==> config.mk <==
export PLATFORM = sky130hd
export DESIGN_NAME = aorr_link_mem
export DESIGN_NICKNAME = d
export VERILOG_FILES = /design/src/rtl/aorr_pkg.sv /design/src/rtl/aorr_link_mem.sv
export SDC_FILE = /design/constraint.sdc
export NUM_CORES = 2
export LEC_CHECK = 0
export BUFFER_PORTS_ARGS = -buffer_cell sky130_fd_sc_hd__buf_2
export CAP_MARGIN = 40
export CORE_MARGIN = 1
export CORE_UTILIZATION = 57
export CTS_BUF_LIST = sky130_fd_sc_hd__clkbuf_8 sky130_fd_sc_hd__clkbuf_16
export CTS_CLUSTER_DIAMETER = 120
export CTS_CLUSTER_SIZE = 20
export DETAILED_ROUTE_END_ITERATION = 8
export GPL_TIMING_DRIVEN = 1
export PLACE_DENSITY = 0.76
export SLEW_MARGIN = 20
export SYNTH_ARGS = -nofsm -noshare
export SYNTH_HDL_FRONTEND = slang
export SYNTH_MEMORY_MAX_BITS = 65536
export SYNTH_SLANG_ARGS = --single-unit
==> constraint.sdc <==
create_clock -name clk -period 2.6 [get_ports clk]
set_input_delay 0.13 -clock clk [delete_from_list [all_inputs] [get_ports clk]]
set_output_delay 0.13 -clock clk [all_outputs]
set_load 0.005 [all_outputs]
==> src/rtl/aorr_pkg.sv <==
package aorr_pkg;

  localparam int ACTION_W = 2;
  localparam int ID_W     = 8;
  localparam int STATUS_W = 2;
  localparam int FLAG_W   = 2;

  localparam int CONNECTIONS_DEFAULT = 256;

  // request actions
  localparam logic [ACTION_W-1:0] ACT_REGISTER   = 2'd0;
  localparam logic [ACTION_W-1:0] ACT_SELECT     = 2'd1;
  localparam logic [ACTION_W-1:0] ACT_ACTIVATE   = 2'd2;
  localparam logic [ACTION_W-1:0] ACT_DEACTIVATE = 2'd3;

  // result status
  localparam logic [STATUS_W-1:0] ST_OK         = 2'd0;
  localparam logic [STATUS_W-1:0] ST_DUPLICATE  = 2'd1;
  localparam logic [STATUS_W-1:0] ST_NO_ACTIVE  = 2'd2;
  localparam logic [STATUS_W-1:0] ST_UNKNOWN    = 2'd3;

  // per-connection flag lane: {registered, active}
  localparam logic [FLAG_W-1:0] FLAGS_CLEAR    = 2'b00;
  localparam logic [FLAG_W-1:0] FLAGS_IDLE     = 2'b10;
  localparam logic [FLAG_W-1:0] FLAGS_ACTIVE   = 2'b11;

  typedef struct packed {
    logic [STATUS_W-1:0] status;
    logic                grant_valid;
    logic [ID_W-1:0]     granted_id;
  } result_t;

endpackage

==> src/rtl/aorr_link_mem.sv <==
module aorr_link_mem #(
  parameter int CONNECTIONS = aorr_pkg::CONNECTIONS_DEFAULT,
  parameter int IDX_W       = $clog2(CONNECTIONS)
) (
  input  logic                      clk,
  input  logic                      rd_en,
  input  logic [IDX_W-1:0]          rd_addr,
  output logic [aorr_pkg::FLAG_W-1:0] rd_flags,
  output logic [IDX_W-1:0]          rd_next,
  output logic [IDX_W-1:0]          rd_prev,
  input  logic                      nx_we_flags,
  input  logic                      nx_we_link,
  input  logic [IDX_W-1:0]          nx_waddr,
  input  logic [aorr_pkg::FLAG_W-1:0] nx_wflags,
  input  logic [IDX_W-1:0]          nx_wlink,
  input  logic                      pv_we,
  input  logic [IDX_W-1:0]          pv_waddr,
  input  logic [IDX_W-1:0]          pv_wdata
);

  localparam int NX_W = aorr_pkg::FLAG_W + IDX_W;

  // flags and next link share one entry, written per lane
  logic [NX_W-1:0]  nx_mem [CONNECTIONS];
  logic [IDX_W-1:0] pv_mem [CONNECTIONS];

  always_ff @(posedge clk) begin
    if (nx_we_flags) begin
      nx_mem[nx_waddr][NX_W-1:IDX_W] <= nx_wflags;
    end
    if (nx_we_link) begin
      nx_mem[nx_waddr][IDX_W-1:0] <= nx_wlink;
    end
    if (pv_we) begin
      pv_mem[pv_waddr] <= pv_wdata;
    end
  end

  always_ff @(posedge clk) begin
    if (rd_en) begin
      rd_flags <= nx_mem[rd_addr][NX_W-1:IDX_W];
      rd_next  <= nx_mem[rd_addr][IDX_W-1:0];
      rd_prev  <= pv_mem[rd_addr];
    end
  end

endmodule

Word level (Yosys, flattened, before mapping)
Memories as Yosys holds them, arrays and structs flattened. A register that Yosys moved wholly into a read port is not among the register bits.
Index checks and enable logic that the tools add are counted.
W data, S select, Z words.
Word-level totals
  memory bits (writable): 4608
  bits in registers: 0
  output and inout bits: 18
  word-level logic and storage cells: 8
  memories kept: 2
Operators by class
  muxes and demuxes: 6
Memories
  nx_mem: depth 256, width 10, read ports 1, clocked after memory_dff 1, wr ports 1, RTL line aorr_link_mem.sv:24  | logic [NX_W-1:0] nx_mem [CONNECTIONS];
  pv_mem: depth 256, width 8, read ports 1, clocked after memory_dff 1, wr ports 1, RTL line aorr_link_mem.sv:25  | logic [IDX_W-1:0] pv_mem [CONNECTIONS];
Operators by type and width (count)
  $mux W1: 6

Longest topological paths before layout
  depth after elaboration: 2
  mapped depth: 12
  mapped depth without buffers: 7

Least setup slack after synthesis
OpenSTA, ideal clock, no wires.
  path type: input to register
  from: in rd_addr[0]
  to: reg rd_prev[2] (read register of pv_mem), data pin
  data required time: 2.338 ns
  setup slack: 0.188 ns
  setup time: 0.262 ns
  buffers on the path: 4
  arrival time: 2.149 ns
  stages: 10
  path through: buf_6 -> buf_12 -> buf_8 -> buf_2 -> mux4_2 -> a22o_1 -> a221oi_1 -> o22ai_1 -> nor3_1 -> nor4_2
RTL lines
  from (decl): RTL line aorr_link_mem.sv:7  | input logic [IDX_W-1:0] rd_addr,
  to (decl): RTL line aorr_link_mem.sv:10  | output logic [IDX_W-1:0] rd_prev,

==> out/qor.yml <==
status: "finished, final reports clean"
synthXorXnorAreaFrac_pct: 0
rrSetupSlack_ps: 20
area_delta_synth_final_pct: 13.1
slew_headroom_pct: 37.5
ios: 65
setup_viol: 0
drtPass1Iterations: 7
synthAdderAreaFrac_pct: 0
fp.dieH_um: 566
p_leak_uw: 0.0659
crit_buf_inv: 1
setup_slack_ps: 17.9
crit_fanout: 1
clk_path_buf_depth: 4
seq_area_frac_synth_pct: 76.7
portBuffers: 64
synth.mux.area_fraction_pct: 14.6
ys_async_sr_fraction_pct: 0
period_needed_ps: 2580
wl_per_cell_um: 33.7
vias: 99847
synth_cells: 8964
p_per_area_nw_per_um2: 653
nets: 10279
hold_class: "input pin to flip-flop"
post-place-ws_ps: -896
clock_sinks: 4626
clk-insertion-delay-late_ps: 950
rsz0062_at_grt: "yes"
final_cell_mix: "edfxtp_1, buf_4, mux4_2, nor2_1, mux2i_1"
root_buffer: "clkbuf_16"
endpoint_kind: "flip-flop"
rows: 206
r2r-start: "nx_mem[186][6]"
die_area_um2: 320000
hpwl_mm: 317
grt_pass1_vias: 97922
top_layer: "met5"
synth-compound-area-share_pct: 3.60
gp_congestion: 0.926
synth_nets: 9011
ys.flop_type: "edfxtp_1"
tritoncts: "yes"
finClkSkew_ps: 56.9
final_hold_viol_count: 0
syn_area_per_cell_um2: 20.2
cts_made_buffers: 270
synth_edf_count: 4626
r2r_cells: 6
cpMostUsedCell: "mux4_2"
wl_met2_mm: 229
final_common_cell: "edfxtp_1"
min_from: "nx_waddr[2]"
worstPathRequired_ps: 3290
fmaxAchievable_ghz: 0.387
tns_ps: 0
crit_arrival_ps: 3270
hold_path_depth: 4
worst_pin_slew_ps: 938
critPathMaxStageDelay_ps: 520
path_cells: "mux4_2 -> mux4_2 -> a211o_1 -> nor3_2 -> buf_4 -> nor4_1"
drtIter0Drc: 15669
antenna_found_initial: 49
grt_pass1_wl_mm: 690
synth_area_um2: 181000
yosysUniqueCellTypes: 58
ys_ff_latch: 4626
drv_cap: 0
post_cts_buffers: 0
fin_crit_sh_pct: 99.3
grt_max_degree: 134
track_usage_pct: 30.2
final_core_util_pct: 64.9
start_kind: "flip-flop"
cp_top_family: "multiplexers"
slowest_stage: "mux4_2"
synth_top_family_by_area: "multiplexers"
ys_warn_count: 0
viasPerCell: 6.89
slew_violations: 0
grt_overflow: 0
hold_end: "nx_mem[140][5]"
ant_nets: 0
wl_mm: 489
h-tree-depth: 5
die_w_um: 566
finalPower_uw: 134000
clk_pin_slew_ps: 90
critical_path_class: "flip-flop to flip-flop"
drc_errors: 0
drive_gt1_share_pct: 28.1
peakVddDrop_mv: 0.610
wl_met1_mm: 173
synthSimpleGateAreaFrac_pct: 3.23
r2r-end: "rd_next[6]"
initial_core_util_pct: 57.4
met3WireLength_mm: 62.4
coreArea_um2: 315000
[through the flow]
| stage | hold slack, ps | cell area (um^2) | cells |
|---|---|---|---|
| after floorplan | 229 | 181000 | 8964 |
| after global placement | 547 | 197000 | 14071 |
| after detailed placement | 552 | 197000 | 14073 |
| after CTS | 13.1 | 205000 | 14417 |
| after global routing | 67.2 | 205000 | 14470 |
| final | 104 | 205000 | 14482 |
[final cells by class]
type / instances / area (um^2)
Multi-Input combinational cell: 3747 / 39200
Inverter: 6 / 32.5
Fill cell: 19870 / 111000
Timing Repair Buffer: 1581 / 14100
Clock inverter: 27 / 484
Sequential cell: 4626 / 139000
Antenna cell: 61 / 153
Clock buffer: 274 / 6860
Tap cell: 4160 / 5200
[cells by family after synthesis]
logic type,count (synthesis)
AO/OA/AOI/OAI,916
buffers and inverters,591
flip-flops,4626
multiplexers,1485
AND/OR/NAND/NOR,1346
[routing by layer]
layer	vias to the layer above	GRT usage (%)
li1	39524	-
met1	51707	41.8
met2	7498	46.8
met3	1098	6.91
met4	20	12.9
met5	-	0
[how the worst max path moves through the flow]
stage	endpoint	cells past startpoint	slack [ps]	from
final	rd_next[6]	6	20	nx_mem[186][6]
after CTS	rd_prev[4]	9	4	pv_mem[30][4]
after global placement	rd_prev[1]	10	-980	rd_addr[0]
after global routing	rd_next[0]	10	-10	nx_mem[91][0]
after floorplan	rd_prev[2]	10	190	rd_addr[0]
after detailed placement	rd_next[0]	13	-900	rd_addr[0]
[cells in the mapped netlist, drive strengths merged, types with 4 or more instances]
master | count | area, um^2
buf | 303 | 2340
o22ai | 198 | 1280
nor4 | 46 | 294
nand2 | 88 | 330
o221ai | 100 | 876
clkbuf | 282 | 1060
a2111oi | 11 | 100
a221o | 10 | 100
o21ai | 36 | 180
mux2i | 503 | 5030
nand3 | 53 | 265
a2111o | 9 | 101
a221oi | 91 | 797
nand3b | 31 | 233
a211o | 19 | 166
edfxtp | 4626 | 139000
a211oi | 38 | 285
mux4 | 916 | 20600
nand4 | 45 | 282
mux2 | 66 | 743
nand2b | 11 | 68.8
a22oi | 130 | 976
a31oi | 7 | 43.8
or3 | 11 | 68.8
a22o | 33 | 289
nor3 | 159 | 796
nor2 | 868 | 3260
inv | 5 | 18.8
a21oi | 185 | 926
nor2b | 15 | 93.8
o211ai | 15 | 113
nor3b | 4 | 30.0
o22a | 30 | 263
[sequential cells by signal, summed over array words and instances, names as in the netlist]
signal,count
pv_mem,2048
rd_prev,8
rd_flags,2
nx_mem,2560
rd_next,8
[power breakdown]
group          total, uW  switching (uW)  leakage [uW]  internal [uW]
clock network      42700           23500       0.00359          19200
registers          82300             163        0.0416          82100
logic               8880            5480        0.0207           3410
[what timing repair did]
action,CTS,global route
pin swaps,3,7
resized for setup,20,23
hold endpoints to repair,2270,0
hold buffers,43,0
cloned,0,0
endpoints found under the setup margin,11,13
[worst reg2reg max path: stages (launching register included)]
cell,delay (ps)
edfxtp_1,400
mux4_2,520
mux4_2,520
a211o_1,380
nor3_2,310
buf_4,180
nor4_1,40
(Power assumes the default switching activity.)
