[src/rtl/aorr_pkg.sv]
package aorr_pkg;

  localparam int ACTION_W = 2;
  localparam int ID_W     = 8;
  localparam int STATUS_W = 2;
  localparam int FLAG_W   = 2;

  localparam int CONNECTIONS_DEFAULT = 256;

  // request actions
  localparam logic [ACTION_W-1:0] ACT_REGISTER   = 2'd0;
  localparam logic [ACTION_W-1:0] ACT_SELECT     = 2'd1;
  localparam logic [ACTION_W-1:0] ACT_ACTIVATE   = 2'd2;
  localparam logic [ACTION_W-1:0] ACT_DEACTIVATE = 2'd3;

  // result status
  localparam logic [STATUS_W-1:0] ST_OK         = 2'd0;
  localparam logic [STATUS_W-1:0] ST_DUPLICATE  = 2'd1;
  localparam logic [STATUS_W-1:0] ST_NO_ACTIVE  = 2'd2;
  localparam logic [STATUS_W-1:0] ST_UNKNOWN    = 2'd3;

  // per-connection flag lane: {registered, active}
  localparam logic [FLAG_W-1:0] FLAGS_CLEAR    = 2'b00;
  localparam logic [FLAG_W-1:0] FLAGS_IDLE     = 2'b10;
  localparam logic [FLAG_W-1:0] FLAGS_ACTIVE   = 2'b11;

  typedef struct packed {
    logic [STATUS_W-1:0] status;
    logic                grant_valid;
    logic [ID_W-1:0]     granted_id;
  } result_t;

endpackage

[src/rtl/aorr_seq.sv]
module aorr_seq #(
  parameter int CONNECTIONS = aorr_pkg::CONNECTIONS_DEFAULT,
  parameter int IDX_W       = $clog2(CONNECTIONS),
  parameter int CNT_W       = $clog2(CONNECTIONS + 1)
) (
  input  logic                          clk,
  input  logic                          rst,
  input  logic                          in_valid,
  input  logic                          out_free,
  input  logic [aorr_pkg::ACTION_W-1:0] action,
  input  logic [aorr_pkg::ID_W-1:0]     conn_id,
  output logic                          ready,
  output logic                          res_valid,
  output aorr_pkg::result_t             res,
  output logic                          rd_en,
  output logic [IDX_W-1:0]              rd_addr,
  input  logic [aorr_pkg::FLAG_W-1:0]   rd_flags,
  input  logic [IDX_W-1:0]              rd_next,
  input  logic [IDX_W-1:0]              rd_prev,
  output logic                          nx_we_flags,
  output logic                          nx_we_link,
  output logic [IDX_W-1:0]              nx_waddr,
  output logic [aorr_pkg::FLAG_W-1:0]   nx_wflags,
  output logic [IDX_W-1:0]              nx_wlink,
  output logic                          pv_we,
  output logic [IDX_W-1:0]              pv_waddr,
  output logic [IDX_W-1:0]              pv_wdata
);

  localparam logic [1:0] S_CLEAR = 2'd0;
  localparam logic [1:0] S_IDLE  = 2'd1;
  localparam logic [1:0] S_RD    = 2'd2;
  localparam logic [1:0] S_W2    = 2'd3;

  localparam logic [IDX_W-1:0] LAST_IDX = IDX_W'(CONNECTIONS - 1);

  logic [1:0]                    state, state_next;
  logic [aorr_pkg::ACTION_W-1:0] action_q;
  logic [IDX_W-1:0]              id_q;
  logic                          known_q;
  logic [IDX_W-1:0]              head, head_next;
  logic [IDX_W-1:0]              tail, tail_next;
  logic [CNT_W-1:0]              count, count_next;
  logic [IDX_W-1:0]              clr_addr;
  // second write beat, prepared during the read beat
  logic [IDX_W-1:0]              w2_nx_addr, w2_nx_addr_next;
  logic [IDX_W-1:0]              w2_nx_link, w2_nx_link_next;
  logic                          w2_pv_we, w2_pv_we_next;
  logic [IDX_W-1:0]              w2_pv_addr, w2_pv_addr_next;
  logic                          accept;
  logic                          is_reg, is_act;

  assign ready  = (state == S_IDLE) && out_free;
  assign accept = ready && in_valid;
  assign rd_en  = accept;
  assign rd_addr = (action == aorr_pkg::ACT_SELECT) ? head : IDX_W'(conn_id);
  assign is_reg = rd_flags[1];
  assign is_act = rd_flags[0];

  always_comb begin
    state_next      = state;
    head_next       = head;
    tail_next       = tail;
    count_next      = count;
    w2_nx_addr_next = w2_nx_addr;
    w2_nx_link_next = w2_nx_link;
    w2_pv_we_next   = w2_pv_we;
    w2_pv_addr_next = w2_pv_addr;
    res_valid       = 1'b0;
    res             = '{status: aorr_pkg::ST_OK, grant_valid: 1'b0, granted_id: '0};
    nx_we_flags     = 1'b0;
    nx_we_link      = 1'b0;
    nx_waddr        = id_q;
    nx_wflags       = aorr_pkg::FLAGS_CLEAR;
    nx_wlink        = id_q;
    pv_we           = 1'b0;
    pv_waddr        = id_q;
    pv_wdata        = id_q;

    case (state)
      S_CLEAR: begin
        nx_we_flags = 1'b1;
        nx_waddr    = clr_addr;
        if (clr_addr == LAST_IDX) begin
          state_next = S_IDLE;
        end
      end
      S_IDLE: begin
        if (accept) begin
          state_next = S_RD;
        end
      end
      S_RD: begin
        state_next = S_IDLE;
        res_valid  = 1'b1;
        if (action_q == aorr_pkg::ACT_SELECT) begin
          if (count == '0) begin
            res.status = aorr_pkg::ST_NO_ACTIVE;
          end else begin
            res.grant_valid = 1'b1;
            res.granted_id  = aorr_pkg::ID_W'(head);
            tail_next       = head;
            head_next       = rd_next;
          end
        end else if (!known_q) begin
          res.status = aorr_pkg::ST_UNKNOWN;
        end else if (action_q == aorr_pkg::ACT_REGISTER) begin
          if (is_reg) begin
            res.status = aorr_pkg::ST_DUPLICATE;
          end else begin
            nx_we_flags = 1'b1;
            nx_wflags   = aorr_pkg::FLAGS_IDLE;
          end
        end else if (!is_reg) begin
          res.status = aorr_pkg::ST_UNKNOWN;
        end else if (action_q == aorr_pkg::ACT_ACTIVATE) begin
          if (!is_act) begin
            nx_we_flags = 1'b1;
            nx_we_link  = 1'b1;
            nx_wflags   = aorr_pkg::FLAGS_ACTIVE;
            pv_we       = 1'b1;
            count_next  = count + 1'b1;
            tail_next   = id_q;
            if (count == '0) begin
              // first member links to itself
              head_next = id_q;
            end else begin
              nx_wlink        = head;
              pv_wdata        = tail;
              w2_nx_addr_next = tail;
              w2_nx_link_next = id_q;
              w2_pv_we_next   = 1'b1;
              w2_pv_addr_next = head;
              res_valid       = 1'b0;
              state_next      = S_W2;
            end
          end
        end else begin
          if (is_act) begin
            nx_we_flags = 1'b1;
            nx_wflags   = aorr_pkg::FLAGS_IDLE;
            if (count <= CNT_W'(1)) begin
              count_next = '0;
              head_next  = '0;
              tail_next  = '0;
            end else begin
              count_next      = count - 1'b1;
              pv_we           = 1'b1;
              pv_waddr        = rd_next;
              pv_wdata        = rd_prev;
              w2_nx_addr_next = rd_prev;
              w2_nx_link_next = rd_next;
              w2_pv_we_next   = 1'b0;
              if (id_q == head) begin
                head_next = rd_next;
              end
              if (id_q == tail) begin
                tail_next = rd_prev;
              end
              res_valid  = 1'b0;
              state_next = S_W2;
            end
          end
        end
      end
      S_W2: begin
        nx_we_link = 1'b1;
        nx_waddr   = w2_nx_addr;
        nx_wlink   = w2_nx_link;
        pv_we      = w2_pv_we;
        pv_waddr   = w2_pv_addr;
        pv_wdata   = id_q;
        res_valid  = 1'b1;
        state_next = S_IDLE;
      end
      default: begin
        state_next = S_CLEAR;
      end
    endcase
  end

  always_ff @(posedge clk) begin
    if (rst) begin
      state    <= S_CLEAR;
      head     <= '0;
      tail     <= '0;
      count    <= '0;
      clr_addr <= '0;
    end else begin
      state <= state_next;
      head  <= head_next;
      tail  <= tail_next;
      count <= count_next;
      if (state == S_CLEAR) begin
        clr_addr <= clr_addr + 1'b1;
      end
    end
  end

  always_ff @(posedge clk) begin
    if (accept) begin
      action_q <= action;
      id_q     <= IDX_W'(conn_id);
      known_q  <= (32'(conn_id) < CONNECTIONS);
    end
    w2_nx_addr <= w2_nx_addr_next;
    w2_nx_link <= w2_nx_link_next;
    w2_pv_we   <= w2_pv_we_next;
    w2_pv_addr <= w2_pv_addr_next;
  end

endmodule

[config.mk]
export PLATFORM = sky130hd
export DESIGN_NAME = aorr_seq
export DESIGN_NICKNAME = d
export VERILOG_FILES = /design/src/rtl/aorr_pkg.sv /design/src/rtl/aorr_seq.sv
export SDC_FILE = /design/constraint.sdc
export NUM_CORES = 1
export LEC_CHECK = 0
export BUFFER_PORTS_ARGS = -buffer_cell sky130_fd_sc_hd__clkbuf_2
export CAP_MARGIN = 25
export CELL_PAD_IN_SITES_DETAIL_PLACEMENT = 0
export CELL_PAD_IN_SITES_GLOBAL_PLACEMENT = 2
export CORE_MARGIN = 1.5
export CORE_UTILIZATION = 31
export DETAILED_ROUTE_END_ITERATION = 7
export PLACE_DENSITY_LB_ADDON = 0.1
export SLEW_MARGIN = 20
export SYNTH_ARGS = -nofsm -noshare
export SYNTH_HDL_FRONTEND = slang
export SYNTH_SLANG_ARGS = --single-unit
[constraint.sdc]
create_clock -name clk -period 2.6 [get_ports clk]
set_input_delay 0.13 -clock clk [delete_from_list [all_inputs] [get_ports clk]]
set_output_delay 0.13 -clock clk [all_outputs]
set_load 0.02 [all_outputs]
# After elaboration in Yosys (flattened, before gate mapping)
# Cells that the tools add are included.
[word_totals] regBits=70 inputBits=32 output_inout_bits=59 wordCells=170
[classes] addsub=3 order_cmp=1 n_eq_ne=17 n_mux=118 bitwise=4 n_reduce_logical=16
[ops] op="8-bit two-way mux" count=50
[ops] op="9-bit two-way mux" count=6
[ops] op="8-bit case mux with 2 select lines" count=3
[ops] op="2-bit two-way mux" count=22
[ops] op="1-bit two-way mux" count=31
[ops] op="7-bit AND reduction" count=3
[ops] op="8-bit == test" count=2
[ops] op="2-bit inequality test (second input constant)" count=7
[ops] op="11-bit two-way mux" count=1
[ops] op="9-bit by 1-bit adder with 9-bit output (second input constant)" count=1
[ops] op="9-bit by 1-bit <= comparator with 1-bit output (second input constant)" count=1
[ops] op="9-bit logical NOT" count=1
[ops] op="9-bit by 1-bit subtractor with 9-bit output (second input constant)" count=1
[ops] op="8-bit by 1-bit adder with 8-bit output (second input constant)" count=1
[ops] op="8-bit == test (second input constant)" count=1
[ops] op="1-bit case mux with 2 select lines" count=4
[ops] op="2-bit case mux with 4 select lines" count=1
[ops] op="8-bit AND reduction" count=1
[ops] op="4-bit nonzero test" count=2
[ops] op="2-bit by 1-bit == test with 1-bit output (second input constant)" count=3
[ops] op="2-bit == test (second input constant)" count=3
[ops] op="6-bit AND reduction" count=1
[ops] op="2-bit logical NOT" count=2
[ops] op="1-bit NOT" count=4
[ops] op="5 further kinds" count=7

# Logic depth before layout (Yosys ltp)
# Gate-level depths: netlist of run 1.
[logic_depth] word_depth=8 ltp_mapped=9 depth_no_buf=7

# Worst setup path before layout of run 1
# Ideal clock, no wire load.
[synth_path] kind="register to register" start="reg action_q[0] (netlist name)" end="reg w2_nx_addr[0] (enable)" setup_time_ps=397 arrival_time_ps=2213 t_required_ps=2203 setup_slack_ps=-9 stages_incl_launch_ff=8 n_path_buf=1 synth_period_minus_slack_ps=2609 cell_sequence="edfxtp_1 -> inv_1 -> ha_1 -> clkbuf_1 -> inv_1 -> nand4_1 -> nand2_1 -> a21oi_1"
[synth_via] elab_chain_cells=3 elab_cells_between_ends=9 classes_between="4 x eq/ne; 2 x bitwise; 3 x reduce/logical"
[synth_rtl] item="start, declared" line_no="aorr_seq.sv:38" text="logic [aorr_pkg::ACTION_W-1:0] action_q;"
[synth_rtl] item="start signal, assigned" line_no="aorr_seq.sv:202" text="action_q <= action;"
[synth_rtl] item="2-bit == test, or another cell as far along" line_no="aorr_seq.sv:116" text="end else if (action_q == aorr_pkg::ACT_ACTIVATE) begin"
[synth_rtl] item="2-bit inequality test (no line), or another cell as far along"
[synth_rtl] item="8-bit AND reduction (no line) *"
[synth_rtl] item="end signal, assigned" line_no="aorr_seq.sv:206" text="w2_nx_addr <= w2_nx_addr_next;"
[synth_rtl] item="end, declared" line_no="aorr_seq.sv:46" text="logic [IDX_W-1:0] w2_nx_addr, w2_nx_addr_next;"
# Every way passes the cells marked *; elsewhere a longest branch is shown, timed or not.
# A chain may end at the register's enable or synchronous reset.

# Worst setup path in the final report of run 1
[layout_path] start="reg count[4]" end="out nx_wlink[7]"
[layout_via] elab_chain_cells=8
[layout_rtl] item="start, declared" line_no="aorr_seq.sv:43" text="logic [CNT_W-1:0] count, count_next;"
[layout_rtl] item="start signal, assigned" line_no="aorr_seq.sv:193" text="count <= count_next;"
[layout_rtl] item="9-bit logical NOT" line_no="aorr_seq.sv:124" text="if (count == '0) begin"
[layout_rtl] item="8-bit two-way mux" line_no="aorr_seq.sv:124"
[layout_rtl] item="8-bit two-way mux" line_no="aorr_seq.sv:117" text="if (!is_act) begin"
[layout_rtl] item="8-bit two-way mux" line_no="aorr_seq.sv:116"
[layout_rtl] item="8-bit two-way mux" line_no="aorr_seq.sv:114" text="end else if (!is_reg) begin"
[layout_rtl] item="8-bit two-way mux" line_no="aorr_seq.sv:107" text="end else if (action_q == aorr_pkg::ACT_REGISTER) begin"
[layout_rtl] item="8-bit two-way mux" line_no="aorr_seq.sv:96" text="if (action_q == aorr_pkg::ACT_SELECT) begin"
[layout_rtl] item="8-bit case mux with 2 select lines" line_no="aorr_seq.sv:80" text="case (state)"
[layout_rtl] item="end, declared" line_no="aorr_seq.sv:24" text="output logic [IDX_W-1:0] nx_wlink,"
# No other way between the ends.

==> metrics.txt, run 1 <==
WL/cell 20.5 µm; Area growth, synth to finish 25.2%; failing checks DRC; via count 4,309; Max IR drop VDD 312 µV; Post-Syn Area 4700 µm²; Yosys cell types 64; Total Power 2.84 mW; TritonRoute pass-1 iters 7; hold depth 3; worst hold slack 0.109 ns; Site Rows 44; WS Path Type reg -> out; layout cells sized above 1 30.3%; Reg power frac 42.4%; synth top area cells edfxtp_1 (22%), dfxtp_1 (15%), mux2_2 (6.0%); PD cells 483 nW/µm²; GRT overflow 0; Leak Pwr 2.27 nW; pin count of the biggest net entering global routing 28; post-detail-place hpwl 11.6 mm; cts bufs inserted 9; Yosys warning count 0; Seq cells post-synth 70; Switching Share 25.8%; Avg Cell Area, Syn 9.49 µm²; clk_lat worst skew 0.35 ns; biggest area consumer among synthesized cells edfxtp_1; Post-synth EDFFs 35; die area 15,900 µm²; Max Slew Vio Count 0; element type at the critical path end output port; nets@finish 641; gr usage total 20.5%; Hold WC Path Type in -> reg; DIE WIDTH 126 µm; combinational share of power 11.4%; Clk pwr share 46.2%; Core ar. 14,600 µm²; CP max FO 10; most frequent cells in the layout clkbuf_2 (87), nand2_1 (37), edfxtp_1 (35), dfxtp_1 (34); post-synthesis sequential area ratio 37.3%; I/O Pins 91; Sw Pwr 0.733 mW; clock skew 0.00894 ns; clk slew on worst S/H paths 0.07 ns; DRT antenna net count 0; PortBufs 90; DRC errors left 7; drt first-iter violations 280; cells after synthesis 495; outcome complete, but fails checks; Pint 2.10 mW; Max-cap violations 0; final hold vios 0; initial antenna violation count 0; CTS tree built; Worst setup SP type register; die height 126 µm; clock net sink count 70; worst reg-to-reg path cell count 8; Max Buffers Root-to-Sink 2; number of H-tree levels 3; Routability Congestion 0.836; Highest Clock Rate 0.392 GHz; Initial Util 32.1%; Final min period 2.55 ns; Ant. Diodes 0; Avg Vias per Cell 5.50; top cell type's share of synthesized area 22.4%; Worst-Margin Slew 0.716 ns; vias in the first global route 4,137; Rel. slew slack 52.3%; WL final 16.0 mm; Mapped Nets 541; commonest non-fill, non-tap cell in the layout clkbuf_2; critical path arrival 2.42 ns; final setup fails 0; RSZ-0062 raised after global routing true; first-pass GRT wire length 24.8 mm; Required @ worst endpoint 2.47 ns; final period utilization 98.0%; Synth async-reset ratio 0%; Top FF cell, synth edfxtp_1; Root Buffer clkbuf_16
==> layout make-up <==
class / count / area [µm²]
flip-flops and latches: 70 / 1750
clock inverters: 5 / 56.3
repair buffers: 128 / 764
inverters: 16 / 60.1
well taps: 184 / 230
multi-input cells: 370 / 2760
clock buffers: 11 / 254
fillers: 1508 / 8760
==> sequential cells by signal (all words and copies together), names as in the netlist <==
| name | count |
|---|---|
| count | 9 |
| clr_addr | 8 |
| head | 8 |
| id_q | 8 |
| tail | 8 |
| w2_nx_addr | 8 |
| w2_nx_link | 8 |
| w2_pv_addr | 8 |
| action_q | 2 |
| state | 2 |
| w2_pv_we | 1 |
==> critical path: stages, from the launching register on <==
cell and delay, ns:
dfxtp_1 0.57, nor4_4 0.09, buf_4 0.18, a31oi_2 0.30, and4_4 0.40, mux2i_1 0.10
o21ai_1 0.22, clkbuf_2 0.21
==> power groups by stage <==
stage	Sequential, mW	Combinational [mW]	Clock [mW]
5_1_grt	1.20	0.353	1.37
2_1_floorplan	1.21	0.203	0
6_report	1.20	0.324	1.31
3_5_place_dp	1.23	0.309	0
3_3_place_gp	1.23	0.307	0
4_1_cts	1.20	0.323	1.33
==> Yosys cell counts (6+ instances only) <==
master	count
ha_1	14
a22oi_1	31
nand3_1	10
nand2_1	37
and2_1	11
nand2b_1	6
nand4_1	10
buf_2	8
mux2i_1	27
edfxtp_1	35
mux2_2	25
clkbuf_1	25
xnor2_1	19
o21ai_1	9
a2bb2oi_1	8
nor2_1	20
o2bb2ai_1	16
dfxtp_1	35
inv_1	15
nor3_1	8
a221o_1	8
o21ai_0	37
a21oi_1	13
==> what timing repair did <==
item                                    in CTS  in global routing
pin swaps                                    2                  3
setup buffers                                1                  2
hold endpoints to repair                    10                  0
hold buffers                                10                  0
endpoints found under the setup margin      30                 32
resized for setup                            6                 15
gates cloned                                 0                  0
==> routing by layer <==
metal / routed length, µm / track usage (%)
met5: 0 / 0
met4: 146 / 5.07
met3: 836 / 3.74
met2: 6980 / 31.0
met1: 8080 / 30.2
==> metrics by stage <==
stage          instance area (µm²)  setup WS (ns)  setup TNS [ns]  instances  util, %
5_1_grt                       5880        -0.0653          -0.412        784     40.1
3_5_place_dp                  5400          0.171               0        755     36.9
4_1_cts                       5840        0.00693               0        782     39.9
2_1_floorplan                 4700          0.362               0        495        -
3_3_place_gp                  5400          0.238               0        755     36.9
6_report                      5880         0.0518               0        784     40.1
==> worst paths after layout <==
path          startpoint             to  slack (ns)
max             count[4]    nx_wlink[7]        0.05
min           rd_next[4]        head[4]        0.11
max reg2reg  action_q[0]  w2_nx_addr[1]        0.31
min reg2reg     state[0]       state[0]        0.51
==> cells by family after synthesis <==
group | count (synthesis) | share of synthesized area, %
compound gates | 154 | 23.5
xor+xnor | 22 | 4.10
fa+ha+maj | 14 | 3.73
buf+inv | 55 | 4.93
flops | 70 | 37.3
mux | 52 | 11.7
simple gates | 128 | 14.7
Power figures use the tool's default switching activity.
==> run 2, diff against run 1 <==
--- a/config.mk
+++ b/config.mk
@@ -13,6 +13,8 @@
 export CORE_UTILIZATION = 31
 export DETAILED_ROUTE_END_ITERATION = 7
 export PLACE_DENSITY_LB_ADDON = 0.1
+export REMOVE_ABC_BUFFERS = 1
+export SETUP_SLACK_MARGIN = 0.2
 export SLEW_MARGIN = 20
 export SYNTH_ARGS = -nofsm -noshare
 export SYNTH_HDL_FRONTEND = slang
==> run 2 against run 1 <==
Critical path type unchanged. Non-clock buffer count up 16. Largest cell class unchanged. The flow now finishes without violations. Worst setup slack better by 0.14 ns. Critical path depth rose by 2. Combinational power up 3%.
==> metrics.txt, run 2 (synthesis gave the netlist of run 1 again) <==
Root Buffer clkbuf_16; Register-to-Register Setup Slack 0.51 ns; nets@finish 657; GRT overflow 0; FF+latch area 1760 µm²; Max IR drop VDD 218 µV; fillcell total 1,474; Site Rows 44; WS Path Type reg -> out; Core ar. 14,600 µm²; Required @ worst endpoint 2.47 ns; critical path arrival 2.28 ns; pin count of the biggest net entering global routing 25; TritonRoute pass-1 iters 7; cts bufs inserted 9; worst reg-to-reg path cell count 9; gr usage total 19.9%; Ant. Diodes 0; Routability Congestion 0.841; commonest non-fill, non-tap cell in the layout clkbuf_2; CP peak stage delay 0.38 ns; element type at the critical path end output port; drt first-iter violations 308; number of H-tree levels 3; combinational share of power 11.9%; layout cells sized above 1 33.4%; PortBufs 90; DRC errors left 0; die area 15,900 µm²; Worst path slowest cell nor4_4; Hold Crit Start rd_next[6]; multi-input logic area 2790 µm²; PD cells 463 nW/µm²; clock skew 0.00702 ns; clk slew on worst S/H paths 0.06 ns; first-pass GRT wire length 23.9 mm; worst hold slack 0.141 ns; max reg flops 9; Worst setup SP type register; hold depth 3; Final min period 2.41 ns; Reg2Reg Capture Point tail[5]; Reg power frac 42.5%; Hold Path End head[6]; critical-path cell list nor4_4 -> buf_4 -> a31oi_2 -> buf_4 -> o21ai_4 -> buf_4 -> nand2_1 -> o21ai_0 -> buf_2; post-layout util 41.4%; die height 126 µm; Avg Vias per Cell 5.42; WL/cell 19.8 µm; Clk pwr share 45.6%; CP max FO 9; Max Buffers Root-to-Sink 2; most frequent cells in the layout clkbuf_2 (83), buf_4 (41), nand2_1 (37), edfxtp_1 (35), o21ai_0 (33); Top reg by flops count; Rel. slew slack 53.4%; Area growth, synth to finish 29.0%; Sw Pwr 0.702 mW; initial antenna violation count 0; CP delay by family, top buffers and inverters; Hold WC Path Type in -> reg; Max-cap violations 0; Leak Pwr 2.35 nW; Highest Clock Rate 0.415 GHz; WL final 15.8 mm; vias in the first global route 4,142; Reg2Reg Launch Point action_q[1]; post-detail-place hpwl 11.5 mm; DIE WIDTH 126 µm; clk_lat worst skew 0.34 ns; CTS tree built; Post-Route Setup TNS 0 ns; via count 4,336; I/O Pins 91; Initial Util 32.1%; DRT antenna net count 0; Bufs and invs on worst path 4; final period utilization 92.7%; final hold vios 0; Switching Share 25.0%; outcome complete, no violations; Max Slew Vio Count 0; RSZ-0062 raised after global routing true; most used cell, CP buf_4; final setup fails 0; clock net sink count 70; Pint 2.10 mW; Worst-Margin Slew 0.698 ns
## run 2: changes by cell type in the layout (fill, tap and decap cells not counted), sizes merged
cell,delta
clkbuf,+1
buf,+17
inv,-2
## run 2: how the worst max path moves through the flow
| stage | depth (start not counted) | from | end | slack [ns] |
|---|---|---|---|---|
| 2_1_floorplan | 6 | action_q[0] | w2_nx_addr[0] | -1.01 |
| 3_3_place_gp | 9 | count[1] | pv_waddr[4] | 0.31 |
| 3_5_place_dp | 9 | count[1] | pv_waddr[4] | 0.31 |
| 4_1_cts | 8 | action_q[1] | pv_waddr[6] | 0.20 |
| 5_1_grt | 9 | count[1] | pv_waddr[1] | 0.13 |
| 6_report | 9 | count[5] | pv_wdata[1] | 0.19 |
## run 2: final cells by class
type | instances | area share, %
inverters | 16 | 1.05
multi-input cells | 370 | 46.1
clock buffers | 13 | 4.30
clock inverters | 3 | 0.723
repair buffers | 144 | 15.0
well taps | 184 | 3.80
flip-flops and latches | 70 | 29.0
## run 2: what timing repair did
item,in CTS,in global routing
buffers inserted,6,6
hold buffers,10,0
endpoints found under the hold margin,10,0
gates cloned,0,0
endpoints found under the setup margin,35,44
resized for setup,22,15
pin swaps,2,4
## run 2: per-layer routing
layer	up-vias	share of wire, %	global-route usage, %
met5	-	0	0
met4	0	1.8	7.17
met3	17	3.6	2.63
met2	101	45	30.4
met1	2106	49	28.6
li1	2112	-	-
## run 2: through the flow
step | total power, mW | setup WS [ns] | std cells | instance area (µm²)
floorplan | 1.40 | -1.01 | 456 | 4530
global placement | 1.53 | 0.312 | 762 | 5450
detailed placement | 1.54 | 0.310 | 762 | 5450
CTS | 2.84 | 0.203 | 794 | 5960
global route | 2.91 | 0.134 | 800 | 6060
finish | 2.81 | 0.190 | 800 | 6060
## run 2: worst reg2reg max path, stage by stage (launching register included)
cell and delay, ns:
edfxtp_1 0.45, inv_1 0.12, ha_2 0.24, clkinvlp_4 0.13, buf_4 0.16, and3_1 0.17, a2111oi_4 0.18, buf_4 0.20
nand3b_2 0.18, o2bb2ai_1 0.19
## run 2: power groups by stage
stage / clock network, mW / registers, mW / logic, mW
2_1_floorplan: 0 / 1.21 / 0.190
3_3_place_gp: 0 / 1.22 / 0.316
3_5_place_dp: 0 / 1.22 / 0.317
4_1_cts: 1.31 / 1.19 / 0.333
5_1_grt: 1.35 / 1.20 / 0.363
6_report: 1.28 / 1.19 / 0.333
